**src/hw/rtl/ssrf_pkg.sv**
```systemverilog
`default_nettype none

package ssrf_pkg;

    // Result status codes.
    typedef enum logic [2:0] {
        STATUS_ACCEPTED     = 3'd0,
        STATUS_HELD         = 3'd1,
        STATUS_FORCED       = 3'd2,
        STATUS_SENSOR_FAIL  = 3'd3,
        STATUS_OUT_OF_RANGE = 3'd4
    } status_t;

    // Configuration register indexes.
    localparam logic [2:0] REG_CHANGE_THRESHOLD = 3'd0;
    localparam logic [2:0] REG_ANOMALY_LIMIT    = 3'd1;
    localparam logic [2:0] REG_TEMP_LOW         = 3'd2;
    localparam logic [2:0] REG_TEMP_HIGH        = 3'd3;
    localparam logic [2:0] REG_HUM_LOW          = 3'd4;
    localparam logic [2:0] REG_HUM_HIGH         = 3'd5;

    // Configuration reset values.
    localparam logic [15:0]        RST_CHANGE_THRESHOLD = 16'd30;
    localparam logic [3:0]         RST_ANOMALY_LIMIT    = 4'd3;
    localparam logic signed [15:0] RST_TEMP_LOW         = -16'sd400;
    localparam logic signed [15:0] RST_TEMP_HIGH        = 16'sd800;
    localparam logic [15:0]        RST_HUM_LOW          = 16'd0;
    localparam logic [15:0]        RST_HUM_HIGH         = 16'd1000;

    localparam logic [15:0] CNT_MAX = 16'hFFFF;
    localparam logic [4:0]  RUN_MAX = 5'd31;

    // One result transaction.
    typedef struct packed {
        logic [15:0]        read_total;
        logic [15:0]        error_total;
        logic [15:0]        anomaly_total;
        logic [4:0]         consec_anomalies;
        logic               has_reading;
        logic [15:0]        out_hum;
        logic signed [15:0] out_temp;
    } result_t;

endpackage

`default_nettype wire

```
**src/hw/rtl/sensor_spike_reject_filter.sv**
```systemverilog
`default_nettype none

// Spike rejection filter for paired temperature and humidity readings in tenths
// of a unit. Each input transaction yields exactly one result transaction. A
// failed read or a reading outside the configured inclusive ranges counts as an
// error and leaves the output pair unchanged. A reading whose temperature or
// humidity jumps from the last valid pair by more than the change threshold is
// held back and replaced by that pair, until more than anomaly_limit such
// readings arrive in a row; that one is then taken as the new valid pair. All
// counters saturate at their maximum. The block accepts one reading per clock
// cycle while the skid entry is empty. Each result is decided by a single stage
// of compare and subtract logic on the filter state and is then registered. A
// two-entry output register lets one more reading in while the output side
// stalls. Configuration registers must be written only while idle.
module sensor_spike_reject_filter (
    input  wire logic        clk,
    input  wire logic        rst_n,

    // Configuration write port.
    input  wire logic        cfg_we,
    input  wire logic [2:0]  cfg_index,
    input  wire logic [15:0] cfg_data,

    // Input readings.
    input  wire logic        s_axis_tvalid,
    output logic             s_axis_tready,
    input  wire logic [31:0] s_axis_tdata,  // temp_sample[15:0], hum_sample[31:16]
    input  wire logic [0:0]  s_axis_tuser,  // sensor_ok[0]

    // Filtered results.
    output logic             m_axis_tvalid,
    input  wire logic        m_axis_tready,
    // out_temp[15:0], out_hum[31:16], has_reading[32], consec_anomalies[37:33],
    // anomaly_total[53:38], error_total[69:54], read_total[85:70], zero[87:86]
    output logic [87:0]      m_axis_tdata,
    output logic [2:0]       m_axis_tuser   // status[2:0]
);
    import ssrf_pkg::*;

    // Configuration registers.
    logic [15:0]        change_threshold_reg;
    logic [3:0]         anomaly_limit_reg;
    logic signed [15:0] temp_low_reg;
    logic signed [15:0] temp_high_reg;
    logic [15:0]        hum_low_reg;
    logic [15:0]        hum_high_reg;

    // Filter state. The output pair always equals the last valid pair.
    logic signed [15:0] valid_temp_reg, valid_temp_next;
    logic [15:0]        valid_hum_reg, valid_hum_next;
    logic               have_valid_reg, have_valid_next;
    logic [4:0]         run_count_reg, run_count_next;
    logic [15:0]        anomaly_count_reg, anomaly_count_next;
    logic [15:0]        error_count_reg, error_count_next;
    logic [15:0]        read_count_reg, read_count_next;

    // Output register and skid entry.
    result_t out_reg, out_next;
    status_t out_status_reg, out_status_next;
    logic    out_valid_reg, out_valid_next;
    result_t skid_reg, skid_next;
    status_t skid_status_reg, skid_status_next;
    logic    skid_valid_reg, skid_valid_next;

    logic               in_accept;
    logic               sensor_ok;
    logic signed [15:0] temp_in;
    logic [15:0]        hum_in;
    logic               out_of_range;
    logic signed [16:0] temp_diff;
    logic [15:0]        temp_dist;
    logic [15:0]        hum_dist;
    logic               is_anomaly;
    logic [4:0]         run_inc;
    status_t            status;
    result_t            result;

    assign s_axis_tready = !skid_valid_reg;
    assign in_accept     = s_axis_tvalid && s_axis_tready;
    assign sensor_ok     = s_axis_tuser[0];
    assign temp_in       = s_axis_tdata[15:0];
    assign hum_in        = s_axis_tdata[31:16];

    // Configuration writes; unknown indexes are ignored.
    always_ff @(posedge clk or negedge rst_n)
    begin
        if (!rst_n)
        begin
            change_threshold_reg <= RST_CHANGE_THRESHOLD;
            anomaly_limit_reg    <= RST_ANOMALY_LIMIT;
            temp_low_reg         <= RST_TEMP_LOW;
            temp_high_reg        <= RST_TEMP_HIGH;
            hum_low_reg          <= RST_HUM_LOW;
            hum_high_reg         <= RST_HUM_HIGH;
        end
        else if (cfg_we)
        begin
            unique case (cfg_index)
                REG_CHANGE_THRESHOLD: change_threshold_reg <= cfg_data;
                REG_ANOMALY_LIMIT:    anomaly_limit_reg    <= cfg_data[3:0];
                REG_TEMP_LOW:         temp_low_reg         <= cfg_data;
                REG_TEMP_HIGH:        temp_high_reg        <= cfg_data;
                REG_HUM_LOW:          hum_low_reg          <= cfg_data;
                REG_HUM_HIGH:         hum_high_reg         <= cfg_data;
                default:              ;
            endcase
        end
    end

    // Range check and absolute jump from the last valid pair.
    always_comb
    begin
        out_of_range = (temp_in < temp_low_reg) || (temp_in > temp_high_reg) ||
                       (hum_in < hum_low_reg) || (hum_in > hum_high_reg);
        temp_diff    = 17'(temp_in) - 17'(valid_temp_reg);
        temp_dist    = temp_diff[16] ? 16'(-temp_diff) : temp_diff[15:0];
        hum_dist     = (hum_in >= valid_hum_reg) ? (hum_in - valid_hum_reg)
                                                 : (valid_hum_reg - hum_in);
        is_anomaly   = (temp_dist > change_threshold_reg) ||
                       (hum_dist > change_threshold_reg);
        run_inc      = (run_count_reg < RUN_MAX) ? (run_count_reg + 5'd1) : RUN_MAX;
    end

    // Next filter state for the accepted reading.
    always_comb
    begin
        valid_temp_next    = valid_temp_reg;
        valid_hum_next     = valid_hum_reg;
        have_valid_next    = have_valid_reg;
        run_count_next     = run_count_reg;
        anomaly_count_next = anomaly_count_reg;
        error_count_next   = error_count_reg;
        read_count_next    = (read_count_reg < CNT_MAX) ? (read_count_reg + 16'd1) : CNT_MAX;
        status             = STATUS_ACCEPTED;

        priority if (!sensor_ok)
        begin
            error_count_next = (error_count_reg < CNT_MAX) ? (error_count_reg + 16'd1)
                                                           : CNT_MAX;
            status           = STATUS_SENSOR_FAIL;
        end
        else if (out_of_range)
        begin
            error_count_next = (error_count_reg < CNT_MAX) ? (error_count_reg + 16'd1)
                                                           : CNT_MAX;
            status           = STATUS_OUT_OF_RANGE;
        end
        else if (!have_valid_reg || !is_anomaly)
        begin
            // First reading, or a jump within the threshold.
            valid_temp_next = temp_in;
            valid_hum_next  = hum_in;
            have_valid_next = 1'b1;
            if (have_valid_reg)
            begin
                run_count_next = 5'd0;
            end
            status = STATUS_ACCEPTED;
        end
        else
        begin
            anomaly_count_next = (anomaly_count_reg < CNT_MAX)
                                 ? (anomaly_count_reg + 16'd1) : CNT_MAX;
            if (run_inc > 5'(anomaly_limit_reg))
            begin
                // Run is long enough: take the reading as real.
                run_count_next  = 5'd0;
                valid_temp_next = temp_in;
                valid_hum_next  = hum_in;
                status          = STATUS_FORCED;
            end
            else
            begin
                run_count_next = run_inc;
                status         = STATUS_HELD;
            end
        end

        result.out_temp         = valid_temp_next;
        result.out_hum          = valid_hum_next;
        result.has_reading      = have_valid_next;
        result.consec_anomalies = run_count_next;
        result.anomaly_total    = anomaly_count_next;
        result.error_total      = error_count_next;
        result.read_total       = read_count_next;
    end

    always_ff @(posedge clk or negedge rst_n)
    begin
        if (!rst_n)
        begin
            valid_temp_reg    <= '0;
            valid_hum_reg     <= '0;
            have_valid_reg    <= 1'b0;
            run_count_reg     <= '0;
            anomaly_count_reg <= '0;
            error_count_reg   <= '0;
            read_count_reg    <= '0;
        end
        else if (in_accept)
        begin
            valid_temp_reg    <= valid_temp_next;
            valid_hum_reg     <= valid_hum_next;
            have_valid_reg    <= have_valid_next;
            run_count_reg     <= run_count_next;
            anomaly_count_reg <= anomaly_count_next;
            error_count_reg   <= error_count_next;
            read_count_reg    <= read_count_next;
        end
    end

    // Output register with one skid entry; results leave in order.
    always_comb
    begin
        out_next         = out_reg;
        out_status_next  = out_status_reg;
        out_valid_next   = out_valid_reg;
        skid_next        = skid_reg;
        skid_status_next = skid_status_reg;
        skid_valid_next  = skid_valid_reg;

        if (out_valid_reg && !m_axis_tready)
        begin
            if (in_accept)
            begin
                skid_next        = result;
                skid_status_next = status;
                skid_valid_next  = 1'b1;
            end
        end
        else if (skid_valid_reg)
        begin
            out_next         = skid_reg;
            out_status_next  = skid_status_reg;
            out_valid_next   = 1'b1;
            skid_next        = result;
            skid_status_next = status;
            skid_valid_next  = in_accept;
        end
        else
        begin
            out_next        = result;
            out_status_next = status;
            out_valid_next  = in_accept;
        end
    end

    always_ff @(posedge clk or negedge rst_n)
    begin
        if (!rst_n)
        begin
            out_valid_reg  <= 1'b0;
            skid_valid_reg <= 1'b0;
        end
        else
        begin
            out_valid_reg  <= out_valid_next;
            skid_valid_reg <= skid_valid_next;
        end
    end

    always_ff @(posedge clk)
    begin
        out_reg         <= out_next;
        out_status_reg  <= out_status_next;
        skid_reg        <= skid_next;
        skid_status_reg <= skid_status_next;
    end

    assign m_axis_tvalid = out_valid_reg;
    assign m_axis_tdata  = {2'b00, out_reg};
    assign m_axis_tuser  = out_status_reg;

endmodule

`default_nettype wire

```
**config.mk**
```make
export PLATFORM = sky130hd
export DESIGN_NAME = sensor_spike_reject_filter
export DESIGN_NICKNAME = d
export VERILOG_FILES = /design/src/hw/rtl/ssrf_pkg.sv /design/src/hw/rtl/sensor_spike_reject_filter.sv
export SDC_FILE = /design/constraint.sdc
export NUM_CORES = 1
export LEC_CHECK = 0
export BUFFER_PORTS_ARGS = -buffer_cell sky130_fd_sc_hd__buf_4
export CAP_MARGIN = 20
export CORE_MARGIN = 10
export CORE_UTILIZATION = 60
export CTS_BUF_LIST = sky130_fd_sc_hd__clkbuf_8
export CTS_CLUSTER_DIAMETER = 60
export DETAILED_ROUTE_END_ITERATION = 10
export PLACE_DENSITY = 0.79
export SLEW_MARGIN = 5
export SYNTH_ARGS = -nofsm -noshare
export SYNTH_HDL_FRONTEND = slang
export SYNTH_SLANG_ARGS = --single-unit
```
**constraint.sdc**
```tcl
create_clock -name clk -period 23 [get_ports clk]
set_input_delay 4.6 -clock clk [delete_from_list [all_inputs] [get_ports clk]]
set_output_delay 4.6 -clock clk [all_outputs]
set_load 0.05 [all_outputs]
```
=== After elaboration in Yosys (flattened, before gate mapping) ===
Index checks and enable logic that the tools add are counted.
W data, S select, Z words.

* Flip-flop bits (word level): 350
* Input bits: 57
* Output and inout bits: 93
* Word-level logic and storage cells: 120

* $add $sub $neg: 8
* Order comparisons: 12
* Eq/ne operators: 6
* Mux-type cells: 43
* Reductions and logical operators: 20

{| class="wikitable"
|+ Operator list
! kind !! count
|-
| $mux W86 || 4
|-
| $mux W16 || 18
|-
| $gt A16 B16 Y1 || 4
|-
| $add A16 B1 Y16 const B || 3
|-
| $lt A16 B16 Y1 const B || 3
|-
| $lt A16 B16 Y1 || 2
|-
| $sub A16 B16 Y16 || 2
|-
| $mux W5 || 6
|-
| $mux W3 || 6
|-
| $sub A16 B16 Y17 || 1
|-
| $ge A16 B16 Y1 || 1
|-
| $neg A16 Y16 || 1
|-
| $reduce_and A2 Y1 || 7
|-
| $mux W1 || 7
|-
| $eq A3 B2 Y1 const B || 2
|-
| $eq A3 B3 Y1 const B || 2
|-
| $add A5 B1 Y5 const B || 1
|-
| $gt A5 B4 Y1 || 1
|-
| $logic_or A1 B1 Y1 || 5
|-
| $lt A5 B5 Y1 const B || 1
|-
| $logic_not A1 Y1 || 4
|-
| $mux W2 || 2
|-
| $eq A3 B1 Y1 const B || 1
|-
| $logic_not A3 Y1 || 1
|-
| other kinds (3) || 4
|}

=== Depth between registers and ports, before layout ===
Gate-level depths: netlist of run 1.

* Depth in word-level cells: 12
* Depth in mapped cells: 25
* Depth with buffers taken out: 23

=== Worst setup path after synthesis of run 1 ===
OpenSTA, ideal clock, no wires.

* Kind: input -> register
* From: input m_axis_tready
* To: register skid_reg[0] in the netlist's numbering, enable pin
* Arrival time: 13191 ps
* Setup slack: 9151 ps
* Stages on the path: 2
* Path through: nand2b_1 -> o21ai_0

* Cells in the longest elaborated chain, start to end: 4
* Elaborated cells between the ends (all ways): 5
* Classes of those cells: 1 x eq/ne; 4 x reduce/logical

{| class="wikitable"
|+ RTL lines
! element !! line !! source
|-
| start: declaration || sensor_spike_reject_filter.sv:32 || <nowiki>input wire logic m_axis_tready,</nowiki>
|-
| $logic_not A1 Y1 (*) || sensor_spike_reject_filter.sv:222 || <nowiki>if (out_valid_reg && !m_axis_tready)</nowiki>
|-
| $logic_and A1 B1 Y1 (*) || sensor_spike_reject_filter.sv:222 ||
|-
| $ne A2 B2 Y1 (no line) or $reduce_bool A2 Y1 (tied branches) || -- ||
|-
| $reduce_and A2 Y1 (no line) (*) || -- ||
|-
| end signal: assignment || sensor_spike_reject_filter.sv:266 || <nowiki>skid_reg <= skid_next;</nowiki>
|-
| end: declaration || sensor_spike_reject_filter.sv:61 || <nowiki>result_t skid_reg, skid_next;</nowiki>
|}

Mark *: on every way between the ends. The rest lies on a longest branch, timed or not.
A chain may end at the register's enable or synchronous reset.

=== Worst setup path after layout of run 1 ===
* From: input s_axis_tdata[0]
* To: register valid_temp_reg[15]

* Cells in the longest elaborated chain, start to end: 10
* Elaborated cells between the ends (all ways): 15
* Classes of those cells: 2 x add/sub; 3 x order compare; 4 x mux; 6 x reduce/logical

{| class="wikitable"
|+ RTL lines
! element !! line !! source
|-
| start: declaration || sensor_spike_reject_filter.sv:27 || <nowiki>input wire logic [31:0] s_axis_tdata,</nowiki>
|-
| $sub A16 B16 Y17 || sensor_spike_reject_filter.sv:115 || <nowiki>temp_diff = 17'(temp_in) - 17'(valid_temp_reg);</nowiki>
|-
| $neg A16 Y16 || sensor_spike_reject_filter.sv:116 || <nowiki>temp_dist = temp_diff[16] ? 16'(-temp_diff) : temp_diff[15:0];</nowiki>
|-
| $mux W16 || sensor_spike_reject_filter.sv:116 ||
|-
| $gt A16 B16 Y1 || sensor_spike_reject_filter.sv:119 || <nowiki>is_anomaly = (temp_dist > change_threshold_reg) ||</nowiki>
|-
| $logic_or A1 B1 Y1 || sensor_spike_reject_filter.sv:119 ||
|-
| $logic_not A1 Y1 || sensor_spike_reject_filter.sv:148 || <nowiki>else if (!have_valid_reg || !is_anomaly)</nowiki>
|-
| $logic_or A1 B1 Y1 || sensor_spike_reject_filter.sv:148 ||
|-
| $mux W16 || sensor_spike_reject_filter.sv:148 ||
|-
| $mux W16 (*) || sensor_spike_reject_filter.sv:142 || <nowiki>else if (out_of_range)</nowiki>
|-
| $mux W16 (*) || sensor_spike_reject_filter.sv:136 || <nowiki>priority if (!sensor_ok)</nowiki>
|-
| end signal: assignment || sensor_spike_reject_filter.sv:202 || <nowiki>valid_temp_reg <= valid_temp_next;</nowiki>
|-
| end: declaration || sensor_spike_reject_filter.sv:49 || <nowiki>logic signed [15:0] valid_temp_reg, valid_temp_next;</nowiki>
|}

Marked as above.

==> results.cfg, run 1 <==
[routing]
drt-wirelength-per-cell_um = 19.94
drc = 0
num_vias = 14770
routed_wl_um = 49820
drt.antenna.violating_nets = 0
drtIter0Drc = 1076
drt-vias-per-instance = 5.912
firstDrtPassIters = 5

[sta]
worst_pin_slew_ns = 0.9386
fin_crit_ns = 10.64
report.final.slew_viol_count = 0
worst_clock_skew_ns = 0.03351
rsz0062_at_grt = false
slew_headroom_pct = 37.24
finalHoldViolations = 0
fin_crit_sh_pct = 46.27
fmaxAchievable_ghz = 0.09397
setup_viol = 0
final.setup.tns_ns = 0

[placed_design]
hpwlAfterDp_um = 35590
place.gp.congestion = 0.9302
numPortBuffers = 147

[critical_path]
rr_startpoint = valid_temp_reg[5]
worstPathArrival_ns = 11.12
cp.depth = 23
path_cells = buf_4, inv_1, ha_1, fa_1, nand2b_1, a21o_1, a21o_1, a2111oi_0, nand4_1, nor4_1, a31oi_1, nor3_1, xnor2_1, ha_1, nand4_1, or2_2, a211oi_1, a2111oi_0, o22a_1, nor2_1, nor3_4, buf_4, mux2_2
worstReg2RegEnd = valid_temp_reg[15]
max_stage_delay_ns = 0.64
critPathKind = primary input to flip-flop
crit_path_start = s_axis_tdata[0]
worstPathRequired_ns = 23.48
cp_top_family = compound AO/OA/AOI/OAI gates
r2r_cells = 22
crit_buf_inv = 3
rrSetupSlack_ns = 16.13
endpoint_kind = flip-flop
slowest_stage = o22a_1
critPathLaunchType = primary input
path_max_fanout = 32

[pwr]
swShare_pct = 38.90
powerDensity_mw_per_mm2 = 108.8
combPwrFrac_pct = 41.9
p_int_uw = 1501
p_seq_share_pct = 36.2
leakagePower_uw = 0.009852
p_switching_uw = 955.5
peakVddDrop_mv = 0.06167
clkPwrFrac_pct = 21.9

[floorplanning]
num_io_pins = 150
die_x_um = 201.9
start_util_pct = 60.84
die_area_mm2 = 0.04075
die-height_um = 201.9
core_mm2 = 0.03262
num_rows = 66

[synth]
synth_area_leaders = edfxtp_1 27%, dfrtp_1 19%, ha_1 9.5%
synth_edf_count = 178
syn_area_mm2 = 0.01985
ys.flop_type = edfxtp_1
syn_avg_cell_area_um2 = 10.68
synth-seq-cells = 350
synthArstFlopShare_pct = 49.14
ys_seq_area_share_pct = 48.78
netlist-cell-type-count = 75
synth_cells = 1858
ys_warn_count = 0
yosys.area.top_type = edfxtp_1
synth_top_area_share_pct = 26.93

[global_route]
antenna_found_initial = 1
gr-total-overflow = 0
grt_pass1_vias = 14790
grt_max_degree = 67
grt_pass1_wl_um = 79560
track_usage_pct = 23.98

[clock_tree]
cts_root_buf = clkbuf_8
cts_hold_buf = 0
cts_buffer_depth = 3
h-tree-depth = 2
cts_sinks = 350
cts_tree = done
clk_latency_ns = 0.63
cts.reportedPaths.clkPinSlew_ns = 0.06
cts_buffers = 55
cts_setup_buffers = 0
post_cts_resized = 0

[job]
maxCapViolCount = 0

[run_status]
status = finished clean

[final_layout]
fillers = 2437
multiInputGateArea_mm2 = 0.009341
final_core_util_pct = 69.23
nets = 2220
regArea_mm2 = 0.009682
area_delta_synth_final_pct = 13.78
final_layout_size_suffix_gt1_share_pct = 20.62

[hold_path]
min_from = hum_high_reg[14]
hold_path.class = flip-flop to flip-flop
whs_path_depth = 1
hold_end = hum_high_reg[14]
layer usage:
layer  global-route usage (%)  up-vias  routed length, um
li1                         -     7066                  -
met4                    7.060        2               1104
met1                    32.24     7194              22420
met3                    4.462       72               2911
met2                    38.84      440              23380
met5                        0        -                 13
cell type report:
type                       count  area share (%)
tap                          442           2.449
multi-input combinational   1278           41.37
antenna                        1         0.01108
clock inverter                43           1.341
sequential                   350           42.88
clock buffer                  60           3.657
inverter                     156           2.593
timing repair buffer         169           5.702
power by group through the flow:
stage / registers (uW) / logic [uW] / clock network (uW)
4_1_cts: 887 / 1030 / 550
3_3_place_gp: 891 / 988 / 0
2_1_floorplan: 1010 / 625 / 0
6_report: 888 / 1030 / 538
3_5_place_dp: 898 / 1020 / 0
5_1_grt: 902 / 1130 / 576
cells in the mapped netlist (all sizes together) (4+ instances only):
library cell and count:
mux2i 43, a21o 44, and2 7, nand2 184, nand2b 14, o31ai 35, a221oi 5, a2111oi 4
or2 10, nand3 31, o21a 8, o22ai 6, ha 150, inv 156, nand4 25, o311ai 4
dfstp 25, or3 8, nor4b 4, a31oi 60, dfrtp 147, nor2b 13, a21boi 4, a21oi 84
clkbuf 57, xor2 21, edfxtp 178, mux2 140, and3 30, nor3 31, xnor2 26, o41ai 4
o21ai 94, buf 18, o221ai 4, a211oi 14, and4 6, nor4 6, nor2 110
through the flow:
stage | area, um2 | power (uW) | hold WS, ns | setup WS (ns) | instances
floorplan | 19850 | 1632 | 0.4687 | 9.151 | 1859
global placement | 21410 | 1880 | 0.4855 | 12.03 | 2392
detailed placement | 21420 | 1917 | 0.4931 | 11.87 | 2393
CTS | 22550 | 2464 | 0.5063 | 12.48 | 2496
global route | 22580 | 2613 | 0.5232 | 11.88 | 2498
finish | 22580 | 2457 | 0.5060 | 12.36 | 2499
placed cells by master (no fill, tap or decap), drive strengths merged, types with 31 or more instances in the layout:
master / n
nand2: 184
edfxtp: 178
inv: 176
buf: 169
ha: 150
dfrtp: 147
mux2: 140
nor2: 110
o21ai: 94
a21oi: 84
clkbuf: 60
a31oi: 60
a21o: 44
mux2i: 43
o31ai: 35
nand3: 31
nor3: 31
cell families after synthesis:
family          share of synthesized area (%)
simple gates                            11.75
compound gates                          12.94
flops                                   48.78
buf+inv                                 4.565
mux                                     10.11
fa+ha+maj                               9.760
xor+xnor                                2.074
other cells                           0.01890
worst max-delay path by stage:
stage                                 endpoint  slack, ns
after global placement    anomaly_count_reg[5]      12.03
after floorplan                    skid_reg[0]       9.15
after detailed placement    valid_temp_reg[15]      11.87
after CTS                   valid_temp_reg[15]      12.48
after global routing        valid_temp_reg[15]      11.88
final                       valid_temp_reg[15]      12.36
Power figures use the tool's default switching activity.
==> run 2: changes to the inputs <==
--- a/config.mk
+++ b/config.mk
@@ -5,14 +5,15 @@
 export SDC_FILE = /design/constraint.sdc
 export NUM_CORES = 1
 export LEC_CHECK = 0
+export ABC_AREA = 1
 export BUFFER_PORTS_ARGS = -buffer_cell sky130_fd_sc_hd__buf_4
 export CAP_MARGIN = 20
 export CORE_MARGIN = 10
-export CORE_UTILIZATION = 60
+export CORE_UTILIZATION = 57
 export CTS_BUF_LIST = sky130_fd_sc_hd__clkbuf_8
 export CTS_CLUSTER_DIAMETER = 60
 export DETAILED_ROUTE_END_ITERATION = 10
-export PLACE_DENSITY = 0.79
+export PLACE_DENSITY = 0.78
 export SLEW_MARGIN = 5
 export SYNTH_ARGS = -nofsm -noshare
 export SYNTH_HDL_FRONTEND = slang
==> constraint.sdc (replaced) <==
create_clock -name clk -period 9.7 [get_ports clk]
set_input_delay 1.94 -clock clk [delete_from_list [all_inputs] [get_ports clk]]
set_output_delay 1.94 -clock clk [all_outputs]
set_load 0.05 [all_outputs]
==> run 2 against run 1 <==
Compared with the run above: die area grew 16%; combinational power grew to 3.8 times the previous value; synthesized area grew 12%; global-route usage grew 0.88 points; clock skew is essentially flat; core utilization shrank 5.0 points; setup slack lost 9.1 ns; first-iteration DRC count grew 59%; final area grew 9.7%; clock-buffer cell count grew 9; critical endpoint is now skid_reg[1]; non-clock buffer count shrank 5; synthesized cell count grew 55%.
==> results.cfg, run 2 <==
[run_status]
status = finished clean

[critical_path]
path_max_fanout = 32
r2r_cells = 27
cp-endpoint = skid_reg[1]
max_stage_delay_ns = 0.57
critPathLaunchType = primary input
crit_buf_inv = 5
worstPathArrival_ns = 6.85
critPathKind = primary input to flip-flop
worstPathRequired_ns = 10.12
cp.depth = 29
rr_startpoint = valid_temp_reg[0]
rrSetupSlack_ns = 4.28
crit_top_cell = nand2_1
worstReg2RegEnd = skid_reg[1]
slowest_stage = xor2_2
crit_path_start = s_axis_tdata[0]
cp_top_family = simple AND/OR/NAND/NOR gates
endpoint_kind = flip-flop

[routing]
drt-wirelength-per-cell_um = 16.78
drt-vias-per-instance = 5.495
num_vias = 19560
drtIter0Drc = 1714
routed_wl_um = 59720
drt.antenna.violating_nets = 0
drc = 0
firstDrtPassIters = 6

[synth]
ys_seq_area_share_pct = 43.75
yosys.area.top_type = edfxtp_1
netlist-cell-type-count = 46
synth_commonest_cells = 953 x nand2_1, 382 x inv_1, 272 x nand3_1, 181 x o21ai_0, 178 x edfxtp_1
synth_top_area_share_pct = 24.15
ys_warn_count = 0
synth_edf_count = 178
syn_avg_cell_area_um2 = 7.686
synthArstFlopShare_pct = 49.14
ys.flop_type = edfxtp_1
synth_area_leaders = edfxtp_1 24%, dfrtp_1 17%, nand2_1 16%
synth_cells = 2879
syn_area_mm2 = 0.02213
yosysMostFrequentCell = nand2_1
synth-seq-cells = 350

[pwr]
powerDensity_mw_per_mm2 = 301.9
p_switching_uw = 3487
p_seq_share_pct = 29.6
swShare_pct = 46.62
leakagePower_uw = 0.01235
p_int_uw = 3992
combPwrFrac_pct = 52.5
peakVddDrop_mv = 0.2726
clkPwrFrac_pct = 17.9

[clock_tree]
cts_tree = done
cts_buffers = 58
cts.reportedPaths.clkPinSlew_ns = 0.06
clk_latency_ns = 0.67
cts_buffer_depth = 3
cts_setup_buffers = 0
h-tree-depth = 2
cts_hold_buf = 0
cts_root_buf = clkbuf_8
cts_sinks = 350
post_cts_resized = 0

[final_layout]
area_delta_synth_final_pct = 11.94
layout_commonest_cell = nand2_1
fillers = 3335
finalNonFillerCells = 3560
final_layout_size_suffix_gt1_share_pct = 10.42
layout_common_cells = 953 x nand2_1, 397 x inv_1, 271 x nand3_1
final_core_util_pct = 64.25
nets = 3201

[floorplanning]
start_util_pct = 57.39
die-height_um = 217.0
core_mm2 = 0.03856
die_x_um = 217.0
die_area_mm2 = 0.04710
num_io_pins = 150
num_rows = 72

[sta]
final.setup.tns_ns = 0
slew_headroom_pct = 30.49
finalHoldViolations = 0
rsz0062_at_grt = false
fmaxAchievable_ghz = 0.1557
worst_clock_skew_ns = 0.03369
fin_crit_ns = 6.422
worst_pin_slew_ns = 1.040
fin_crit_sh_pct = 66.21
setup_viol = 0
report.final.slew_viol_count = 0

[hold_path]
min_from = hum_low_reg[7]
hold_path.class = flip-flop to flip-flop

[placed_design]
place.gp.congestion = 0.9817
hpwlAfterDp_um = 42080
numPortBuffers = 147
numPlacedInstances = 3447

[global_route]
track_usage_pct = 24.86
antenna_found_initial = 2
grt_max_degree = 86
grt_pass1_vias = 18870
grt_pass1_wl_um = 95980
gr-total-overflow = 0

[job]
maxCapViolCount = 0
-- run 2: cell count changes in the layout (fill, tap and decap cells not counted), moves of 38 or more --
cell / previous run / this run
a21o_1: 44 / 6
a31oi_1: 59 / 12
and2_1: 7 / 48
inv_1: 174 / 397
mux2_2: 125 / 0
mux2i_1: 43 / 0
nand2_1: 184 / 953
nand3_1: 31 / 271
o21ai_0: 92 / 180
o21ai_1: 0 / 55
-- run 2: kinds of logic (layout without fill, tap and decap cells) --
logic type	after synthesis	count (layout)	synth area share, %
XOR/XNOR	43	43	1.736
buffers and inverters	502	663	9.007
AND/OR/NAND/NOR	1463	1463	28.06
other	1	3	0.01695
flip-flops	350	350	43.75
AO/OA/AOI/OAI	367	367	8.685
adder cells (fa/ha/maj)	153	153	8.753
-- run 2: power groups by stage --
stage | clock [uW] | combinational [uW] | sequential, uW
2_1_floorplan | 0 | 2640 | 2510
3_3_place_gp | 0 | 3740 | 2220
3_5_place_dp | 0 | 3850 | 2230
4_1_cts | 1360 | 3880 | 2210
5_1_grt | 1430 | 4440 | 2250
6_report | 1340 | 3930 | 2210
-- run 2: per-layer routing --
layer / vias up / track usage (%) / share of wire, % / wire length, um
li1: 9560 / - / - / -
met1: 9109 / 31.69 / 42 / 25190
met2: 773 / 41.31 / 47 / 27990
met3: 117 / 4.438 / 7.6 / 4520
met4: 2 / 9.811 / 3.4 / 2001
met5: - / 0 / 0.033 / 20
-- run 2: worst min path at each step --
stage                      endpoint  cells after the start
2_1_floorplan  anomaly_limit_reg[2]                      2
3_3_place_gp         hum_low_reg[7]                      2
3_5_place_dp         hum_low_reg[7]                      2
4_1_cts              hum_low_reg[7]                      2
5_1_grt             hum_low_reg[10]                      2
6_report             hum_low_reg[7]                      2
-- run 2: cell type report --
class / instances / area (um2) / area share, %
diodes: 1 / 2.502 / 0.01010
clock buffers: 69 / 949.7 / 3.834
clock inverters: 41 / 259.0 / 1.046
inverters: 389 / 1464 / 5.910
multi-input cells: 2028 / 10480 / 42.32
flip-flops and latches: 350 / 9683 / 39.09
well taps: 518 / 648.1 / 2.616
repair buffers: 164 / 1282 / 5.177
-- run 2: stage by stage --
step	area, um2	setup slack, ns	power (uW)	hold WS, ns
after floorplan	22130	0.8088	5150	0.4530
after global placement	23490	2.808	5958	0.4647
after detailed placement	23520	2.688	6086	0.4739
after CTS	24730	3.382	7446	0.4885
after global routing	24770	2.764	8118	0.5082
final	24770	3.278	7479	0.4840
-- run 2: worst reg2reg max path, cell delays in order (launching register included) --
cell and delay, ns:
dfrtp_1 0.41, ha_1 0.23, fa_1 0.38, inv_1 0.13, nand3_1 0.11, nand2_1 0.12, nand3_1 0.10, nand3_1 0.12
nand2_1 0.07, nand3_2 0.08, xor2_2 0.57, o21ai_0 0.25, nand3b_1 0.15, nand2_1 0.07, ha_1 0.30, nand4_1 0.14
nor2_1 0.23, nand2_1 0.08, nand2_1 0.06, nand2_1 0.05, nand2_2 0.08, nand2_1 0.43, buf_4 0.48, nand2_1 0.13
nand2_1 0.05, inv_1 0.07, nand3_1 0.09, and2_1 0.20
